**config.mk**
```make
export PLATFORM = sky130hd
export DESIGN_NAME = etmf_ram
export DESIGN_NICKNAME = d
export VERILOG_FILES = /design/src/hw/rtl/etmf_ram.sv
export SDC_FILE = /design/constraint.sdc
export NUM_CORES = 1
export LEC_CHECK = 0
export BUFFER_PORTS_ARGS = -buffer_cell sky130_fd_sc_hd__buf_2
export CAP_MARGIN = 20
export CORE_MARGIN = 4
export CORE_UTILIZATION = 40
export CTS_BUF_LIST = sky130_fd_sc_hd__clkbuf_4 sky130_fd_sc_hd__clkbuf_8
export DETAILED_ROUTE_END_ITERATION = 10
export PLACE_DENSITY = 0.64
export SYNTH_ARGS = -nofsm -noshare
export SYNTH_HDL_FRONTEND = slang
export SYNTH_SLANG_ARGS = --single-unit
```
**constraint.sdc**
```tcl
create_clock -name clk -period 5.9 [get_ports clk]
set_clock_uncertainty 0.05 [all_clocks]
set_input_delay 1.77 -clock clk [delete_from_list [all_inputs] [get_ports clk]]
set_output_delay 1.77 -clock clk [all_outputs]
set_load 0.01 [all_outputs]
```
**src/hw/rtl/etmf_ram.sv**
```systemverilog
// Generic single-write, single-read RAM with registered read data.
// No dependencies; holds the sample window.

module etmf_ram #(
  parameter int WIDTH = 32,
  parameter int DEPTH = 10
) (
  input  logic                     clk,
  input  logic                     we,
  input  logic [$clog2(DEPTH)-1:0] waddr,
  input  logic [WIDTH-1:0]         wdata,
  input  logic [$clog2(DEPTH)-1:0] raddr,
  output logic [WIDTH-1:0]         rdata
);

  logic [WIDTH-1:0] mem [DEPTH];

  // Write port
  always_ff @(posedge clk) begin
    if (we) begin
      mem[waddr] <= wdata;
    end
  end

  // Registered read port
  always_ff @(posedge clk) begin
    rdata <= mem[raddr];
  end

endmodule

```
==> results.yml <==
pwr:
  power.switching_mw: 1.060
  power.share.clock: 0.404
  comb_power_share: 0.054
  p_leak_nw: 5.338
  ir_worst_vdd_uv: 162.3
  swShare: 0.2051
  seq_power_share: 0.542
  power_density_nw_per_um2: 334.5
  p_int_mw: 4.108
route:
  first_pass_iters: 4
  wl_per_cell_um: 19.93
  route.detailed.drc: 0
  drtIter0Drc: 391
  vias_per_cell: 5.047
  vias: 6551
  ant_nets: 0
  drt-total-wl_um: 25870
logic_synthesis:
  yosysMostFrequentCell: "edfxtp_1"
  syn_area_per_cell_um2: 19.04
  synth_cell_types: 22
  netlist_top_cells_area: "edfxtp_1, mux2_2, dfxtp_1, mux2i_1, o31ai_2"
  ys_seq_elements: 352
  synth_cells: 698
  synth_top_cell_area_share: 0.7230
  ys_seq_area_frac: 0.7712
  netlist_area_um2: 13290
  syn_nets: 740
  async_reset_ff_frac: 0
  ys_warn_count: 0
  yosys-top-cells-count: "edfxtp_1, mux2_2, mux2i_1"
  synthFlopType: "edfxtp_1"
  synth-edff-count: 320
  synth_largest_area_cell: "edfxtp_1"
global_routing:
  antenna_found_initial: 1
  grt_use_met2: 0.2373
  busiest_layer: "met2"
  grt_pass1_vias: 6662
  grt_max_degree: 83
  grt_overflow_total: 0
  grtUsageMet3: 0.02618
  use_met1: 0.1827
  grt_pass1_wl_um: 39140
  grt_use_total: 0.1396
status:
  status: "complete, no violations"
worst_setup_path:
  worstSetupPathType: "in2reg"
  reg2reg_to: "rdata[27]"
  r2r_slack_ns: 4.77
  cp.required_ns: 6.25
  endpoint_kind: "flop"
  cp_max_fo: 82
  critPathArrivalTime_ns: 3.63
  r2r_cells: 3
  worstReg2RegStart: "mem[5][27]"
  startpoint_type: "input port"
die:
  start_util: 0.4074
  dieWidth_um: 190.3
  dieArea_um2: 36210
  fp.coreArea_um2: 32620
  pin_count: 74
  die-height_um: 190.3
  row_count: 66
clock_network:
  cts_tree: "yes"
  ctsHtreeMaxLevel: 2
  cts_setup_buffers: 0
  holdBufCountCts: 0
  cts.sinks: 352
  cts_buffers: 55
  root_buffer: "clkbuf_8"
  cts.path.max_buffers: 3
  insertion_delay_ns: 0.56
  clk_pin_slew_ns: 0.06
  cts-resized-gates: 0
timing:
  finalCriticalPeriod_ns: 3.279
  clock.fmax_mhz: 305.0
  slew-limit-headroom: 0.2829
  setup_tns_ns: 0
  setup_viol: 0
  tightest_slew_ns: 1.076
  period_share: 0.5558
  hold_viol_final: 0
  rsz0062_at_grt: "no"
  hold-worst-slack_ns: 0.5175
  slew_violations: 0
finish:
  drive_gt1_frac: 0.3801
  layout.nets: 851
  instances_no_fill: 1298
  areaGrowthSynthToFinish_pct: 16.25
worst_hold_path:
  hold_end: "rdata[0]"
  hp-class: "reg2reg"
  holdPathStages: 3
  hold_start: "mem[8][0]"
placed_design:
  place_inst: 1191
  dp.final_hpwl_um: 14450
  portBuffers: 73
  globalplace.congestion: 0.6975
run:
  drv_cap: 0
power groups by stage:
stage / registers [mW] / clock network [mW] / logic (mW)
floorplan: 2.86 / 0 / 0.161
global placement: 2.85 / 0 / 0.278
detailed placement: 2.86 / 0 / 0.282
CTS: 2.80 / 2.14 / 0.284
global route: 2.81 / 2.27 / 0.303
finish: 2.80 / 2.09 / 0.280
worst max-delay path: stages:
cell,delay (ns)
buf_6,0.63
buf_4,0.45
mux2_2,0.38
o22ai_1,0.21
o31ai_2,0.08
placed cells by master, fill, tap and decap left out:
cell / instances
buf_2: 72
o31ai_1: 1
nor2_4: 8
nand2_1: 34
nand3b_1: 2
nor2b_4: 1
nand2b_1: 3
clkinv_2: 1
mux2i_1: 64
o31ai_2: 31
clkbuf_4: 32
buf_16: 3
edfxtp_1: 320
dfxtp_1: 32
o22ai_1: 32
buf_4: 16
or3b_2: 1
a22o_1: 32
mux2_1: 6
clkbuf_8: 66
nor3_2: 3
buf_6: 1
mux2_2: 90
clkinv_1: 4
diode_2: 1
logic make-up (layout without fill, tap and decap cells):
family	after synthesis	count (layout)	synth area share
other	0	1	0
buffers and inverters	38	195	0.01666
AO/OA/AOI/OAI	96	96	0.06590
flip-flops	352	352	0.7712
AND/OR/NAND/NOR	52	52	0.01666
multiplexers	160	160	0.1295
layer usage:
layer	share of wire	routed length, um	vias to the layer above
met1	0.42	10940	3343
li1	-	-	3014
met4	0.020	524	0
met5	0	0	-
met2	0.51	13090	150
met3	0.051	1315	44
sequential cells by signal, summed over array words and instances (netlist names):
name,count
mem,320
rdata,32
stage by stage:
stage / setup WS [ns] / util / instance area [um^2] / total power, mW
3_5_place_dp: 2.025 / 0.4352 / 14200 / 3.138
5_1_grt: 2.546 / 0.4736 / 15450 / 5.379
2_1_floorplan: 0.8988 / - / 13290 / 3.025
4_1_cts: 2.624 / 0.4710 / 15360 / 5.231
6_report: 2.621 / 0.4736 / 15450 / 5.168
3_3_place_gp: 2.024 / 0.4352 / 14200 / 3.133
worst max path at each step:
stage                         from          to  cells past startpoint
after CTS                 waddr[3]  mem[4][10]                      4
after floorplan           waddr[2]   mem[0][0]                      2
final                     raddr[0]   rdata[18]                      5
after global placement    waddr[2]  mem[1][22]                      3
after detailed placement  waddr[2]  mem[1][27]                      3
after global routing      raddr[0]   rdata[18]                      5
layout make-up:
type,count,area [um^2]
fillers,2740,17170
flip-flops and latches,352,10250
multi-input cells,308,2902
clock buffers,98,1149
repair buffers,92,574.3
well taps,442,553.0
clock inverters,5,20.02
diodes,1,2.502
No activity file was read; power rests on OpenSTA's default activity.
