[src/hw/rtl/etmf_pkg.sv]
// Shared constants and helpers for the encoder speed trimmed-mean filter.
// No dependencies; imported by the top level and the divider.

package etmf_pkg;

  // Fixed-point scales of the speed factor and the filter weight
  localparam int unsigned SCALE_FRAC = 16;
  localparam logic [16:0] ONE_Q16    = 17'd65536;

  // Register widths
  localparam int unsigned PERIOD_W = 8;
  localparam int unsigned SCALE_W  = 24;
  localparam int unsigned KEEP_W   = 17;
  localparam int unsigned CFG_IDX_W = 2;
  localparam int unsigned CFG_DATA_W = 32;

  // Register indexes on the configuration port
  localparam logic [CFG_IDX_W-1:0] REG_SAMPLE_PERIOD = 2'd0;
  localparam logic [CFG_IDX_W-1:0] REG_SPEED_SCALE   = 2'd1;
  localparam logic [CFG_IDX_W-1:0] REG_FILTER_KEEP   = 2'd2;

  typedef logic signed [31:0] speed_t;

  // Divider handshake
  typedef struct packed {
    logic start;
  } div_req_t;

  typedef struct packed {
    logic done;
    logic busy;
  } div_rsp_t;

  // Clamp a wide signed value into 32 bits
  function automatic speed_t sat32(input logic signed [63:0] v);
    speed_t r;
    if (v > 64'sd2147483647) begin
      r = 32'sh7fffffff;
    end else if (v < -64'sd2147483648) begin
      r = 32'sh80000000;
    end else begin
      r = v[31:0];
    end
    return r;
  endfunction

endpackage

[src/hw/rtl/etmf_div.sv]
// Constant-divisor unsigned divider by reciprocal multiplication, four partial products.
// Depends on etmf_pkg for the request and response structs.

module etmf_div import etmf_pkg::*; #(
  parameter int DIVIDEND_W = 36,
  parameter int DIVISOR    = 6
) (
  input  logic                  clk,
  input  logic                  rst,
  input  div_req_t              req,
  input  logic [DIVIDEND_W-1:0] dividend,
  output div_rsp_t              rsp,
  output logic [DIVIDEND_W-1:0] quotient
);

  // floor(x * RECIP / 2^RSH) equals floor(x / DIVISOR) for every x below 2^DIVIDEND_W
  localparam int RSH  = DIVIDEND_W + $clog2(DIVISOR);
  localparam int MW   = DIVIDEND_W + 1;
  localparam logic [63:0] RECIP_FULL =
    ((64'd1 << RSH) + 64'(DIVISOR) - 64'd1) / 64'(DIVISOR);
  localparam logic [MW-1:0] RECIP = RECIP_FULL[MW-1:0];

  // Operand halves and accumulator sizes
  localparam int XL_W  = DIVIDEND_W / 2;
  localparam int XH_W  = DIVIDEND_W - XL_W;
  localparam int ML_W  = MW / 2;
  localparam int MH_W  = MW - ML_W;
  localparam int PP_W  = XH_W + MH_W;
  localparam int ACC_W = DIVIDEND_W + MW;

  logic                  busy;
  logic                  done;
  logic [1:0]            step;
  logic [DIVIDEND_W-1:0] x;
  logic [ACC_W-1:0]      acc;
  logic [XH_W-1:0]       op_x;
  logic [MH_W-1:0]       op_m;
  logic [PP_W-1:0]       pp;
  logic [ACC_W-1:0]      pp_sh;

  // Pick one half of each operand per step
  assign op_x = step[1] ? x[DIVIDEND_W-1:XL_W] : XH_W'(x[XL_W-1:0]);
  assign op_m = step[0] ? RECIP[MW-1:ML_W] : MH_W'(RECIP[ML_W-1:0]);
  assign pp   = PP_W'(op_x) * PP_W'(op_m);

  // Align the partial product to its weight
  always_comb begin
    case (step)
      2'd0:    pp_sh = ACC_W'(pp);
      2'd1:    pp_sh = ACC_W'(pp) << ML_W;
      2'd2:    pp_sh = ACC_W'(pp) << XL_W;
      default: pp_sh = ACC_W'(pp) << (XL_W + ML_W);
    endcase
  end

  // Control: one partial product per cycle
  always_ff @(posedge clk) begin
    if (rst) begin
      busy <= 1'b0;
      done <= 1'b0;
      step <= '0;
    end else begin
      done <= 1'b0;
      if (req.start) begin
        busy <= 1'b1;
        step <= '0;
      end else if (busy) begin
        step <= step + 2'd1;
        if (step == 2'd3) begin
          busy <= 1'b0;
          done <= 1'b1;
        end
      end
    end
  end

  // Datapath: capture the dividend, accumulate the product
  always_ff @(posedge clk) begin
    if (req.start) begin
      x   <= dividend;
      acc <= '0;
    end else if (busy) begin
      acc <= acc + pp_sh;
    end
  end

  assign quotient = acc[RSH +: DIVIDEND_W];
  assign rsp.done = done;
  assign rsp.busy = busy;

endmodule

[config.mk]
export PLATFORM = sky130hd
export DESIGN_NAME = etmf_div
export DESIGN_NICKNAME = d
export VERILOG_FILES = /design/src/hw/rtl/etmf_pkg.sv /design/src/hw/rtl/etmf_div.sv
export SDC_FILE = /design/constraint.sdc
export NUM_CORES = 1
export LEC_CHECK = 0
export BUFFER_PORTS_ARGS = -buffer_cell sky130_fd_sc_hd__buf_2
export CAP_MARGIN = 20
export CORE_MARGIN = 8
export CORE_UTILIZATION = 64
export DETAILED_ROUTE_END_ITERATION = 16
export MAX_ROUTING_LAYER = met4
export PLACE_DENSITY = 0.83
export SYNTH_ARGS = -nofsm -noshare
export SYNTH_HDL_FRONTEND = slang
export SYNTH_SLANG_ARGS = --single-unit
[constraint.sdc]
create_clock -name clk -period 12.56 [get_ports clk]
set_input_delay 2.512 -clock clk [delete_from_list [all_inputs] [get_ports clk]]
set_output_delay 2.512 -clock clk [all_outputs]
set_load 0.01 [all_outputs]
==> reports/metrics.csv <==
stage;metric;value;unit
timing;fin_tns_setup;0;ps
floorplan;die-area;28970;um^2
worst_setup_path;crit_slowest_cell;a211oi_1;
synth;ys.flop_type;dfxtp_1;
clocking;cts_resized;0;
clocking;clk_pin_slew_worst_paths;70;ps
worst_setup_path;crit_path_max_incr_delay;800;ps
worst_setup_path;crit_path_end_kind;flip-flop;
timing;fin_crit;10810;ps
cells_and_area;drive_gt1_share;7.739;%
routing;wl_per_cell;19.61;um
hold_path;hp-class;reg -> reg;
floorplan;die_h;170.2;um
clocking;clock-sinks;113;
worst_setup_path;crit_required;12870;ps
clocking;cts_root_buf;clkbuf_16;
cells_and_area;regArea;2624;um^2
synth;yosys_warnings;0;
global_routing;gr-total-overflow;0;
routing;dr.pass1.iters;6;
place;placed_area;15520;um^2
cells_and_area;post-route-util;69.12;%
place;portBuffers;74;
timing;slew_viol_final;0;
clocking;hold_buffers;0;
routing;antenna_left;0;
routing;vias;13330;
routing;via_per_inst;6.220;
clocking;numCtsBuffers;17;
floorplan;fp.dieW;170.2;um
worst_setup_path;crit_fanout;22;
timing;finClkSkew;16.75;ps
timing;fmax;92.47;MHz
job;drv_cap;0;
synth;netlist_instances;1809;
worst_setup_path;path_class;reg -> reg;
global_routing;grt_pass1_wl;67380;um
run_status;status;complete, no violations;
clocking;clock_latency;440;ps
routing;drtIter0Drc;1311;
cells_and_area;nets;2171;
synth;synth-seq-cells;113;
global_routing;grt_pass1_vias;13110;
synth;ys_types;70;
synth;yosysSeqAreaShare;17.23;%
timing;finalCritPeriodShare;86.10;%
timing;maxSlewHeadroom;32.07;%
floorplan;initial_core_util;65.02;%
routing;drc;0;
synth;syn_area;15220;um^2
cells_and_area;syn_to_final_growth;6.307;%
synth;synth.avg_cell_area;8.412;um^2
timing;hold_violations;0;
floorplan;coreArea;23400;um^2
synth;async_flop_share;0;%
timing;hold_ws;477.7;ps
global_routing;grtUsageTotal;30.13;%
cells_and_area;design_area;16180;um^2
cells_and_area;n_fill_cell;1924;
cells_and_area;multi_input_area;11190;um^2
synth;synth_edf_count;36;
clocking;postCtsSetupRepairBufs;0;
timing;grt_setup_unrepaired;false;
timing;setup_viol;0;
place;dp_hpwl;33300;um
floorplan;pin_count;77;
clocking;cts.path.max_buffers;2;
global_routing;grt_max_degree;69;
worst_setup_path;startpoint_type;flip-flop;
floorplan;row_count;56;
clocking;htreeDepth;4;
routing;routed_wl;42020;um
worst_setup_path;cp.arrival;11120;ps
timing;tightest_slew;1013;ps
place;place.gp.congestion;1.027;
clocking;tritoncts;done;
global_routing;antenna_found_initial;1;
cells in the mapped netlist (6+ instances only):
cell type | instances | area (um^2)
o21ai_0 | 96 | 480.5
and3_1 | 8 | 50.05
and2_1 | 29 | 181.4
o21bai_1 | 25 | 187.7
a22o_1 | 15 | 131.4
mux2i_1 | 55 | 550.5
nor2_1 | 149 | 559.3
buf_4 | 41 | 307.8
edfxtp_1 | 36 | 1081
fa_1 | 112 | 2242
o211ai_1 | 9 | 67.56
or3_1 | 8 | 50.05
a21oi_1 | 134 | 670.6
a211oi_1 | 17 | 127.6
ha_1 | 211 | 2640
o21a_1 | 11 | 82.58
xnor2_1 | 50 | 437.9
nor4_1 | 6 | 37.54
a21o_1 | 47 | 352.8
a211o_1 | 7 | 61.31
o31ai_1 | 7 | 52.55
nand2b_1 | 6 | 37.54
buf_1 | 8 | 30.03
inv_1 | 227 | 852.1
nand2_1 | 129 | 484.2
nand3_1 | 19 | 95.09
clkbuf_1 | 59 | 221.5
dfxtp_1 | 77 | 1541
a31oi_1 | 13 | 81.33
nor2b_1 | 10 | 62.56
xor2_1 | 42 | 367.9
a221oi_1 | 6 | 52.55
nor3_1 | 29 | 145.1
mux2_2 | 7 | 78.83
nand4_1 | 29 | 181.4
cell type report:
cell class	count	share of cell area (%)
Multi-Input combinational cell	1364	69.20
Sequential cell	113	16.22
Inverter	228	5.290
Timing Repair Buffer	85	2.839
Clock buffer	17	2.630
Tap cell	319	2.467
Clock inverter	15	1.323
Antenna cell	2	0.03094
cell usage in the layout (no fill, tap or decap), types with 9 or more instances in the layout:
master,count
o21a_1,11
a31oi_1,13
edfxtp_1,36
a22o_1,15
inv_1,227
a211oi_1,17
clkbuf_16,17
a21o_1,47
xor2_1,42
and2_1,29
nor2_1,148
nand3_1,19
dfxtp_1,76
o21bai_1,25
nor2b_1,10
o21ai_0,96
nand4_1,29
mux2i_1,55
buf_2,73
xnor2_1,50
nor3_1,29
fa_1,112
ha_1,211
buf_4,11
o211ai_1,9
nand2_1,129
a21oi_1,134
worst max-delay path, delay by kind of cell (launching register included):
| kind | cells | cell delay [ps] |
|---|---|---|
| adder cells (fa/ha/maj) | 8 | 3580 |
| AND/OR/NAND/NOR | 7 | 2090 |
| flip-flops | 1 | 330 |
| buffers and inverters | 6 | 770 |
| multiplexers | 1 | 630 |
| AO/OA/AOI/OAI | 12 | 3250 |
cells by family (layout without fill, tap and decap cells):
group | count (synthesis) | after routing | share of synthesized area (%)
buffers and inverters | 338 | 345 | 9.365
XOR/XNOR | 92 | 92 | 5.295
AND/OR/NAND/NOR | 446 | 446 | 13.67
AO/OA/AOI/OAI | 433 | 433 | 18.17
other | 2 | 10 | 0.04935
flip-flops | 113 | 113 | 17.23
multiplexers | 62 | 62 | 4.136
adder cells (fa/ha/maj) | 323 | 323 | 32.08
flip-flops by register name, summed over array words and instances (netlist names):
signal and flops:
acc 73, done 1, step 2, busy 1
x 36
worst paths after layout:
check | startpoint | end | slack [ps] | depth (start not counted)
setup reg to reg | step[1] | acc[72] | 1750 | 34
hold reg to reg | acc[58] | acc[58] | 480 | 2
setup / recovery | step[1] | acc[72] | 1750 | 34
hold / removal | acc[58] | acc[58] | 480 | 2
through the flow:
stage | std cells | worst slack, ps
finish | 2143 | 1746
floorplan | 1815 | 2481
global route | 2143 | 1214
CTS | 2140 | 1813
global placement | 2107 | 2117
detailed placement | 2108 | 1852
per-layer routing:
layer  share of wire, %  vias up  track usage (%)
met5                  0        -                -
met4                3.6        0            11.94
met3                8.8      112            5.862
met2                 45      606            46.87
met1                 42     6383            38.20
li1                   -     6228                -
Power is left out: the tool's default activity adds up to more than one toggle a clock period on the data nets, which glitch-free logic cannot reach.
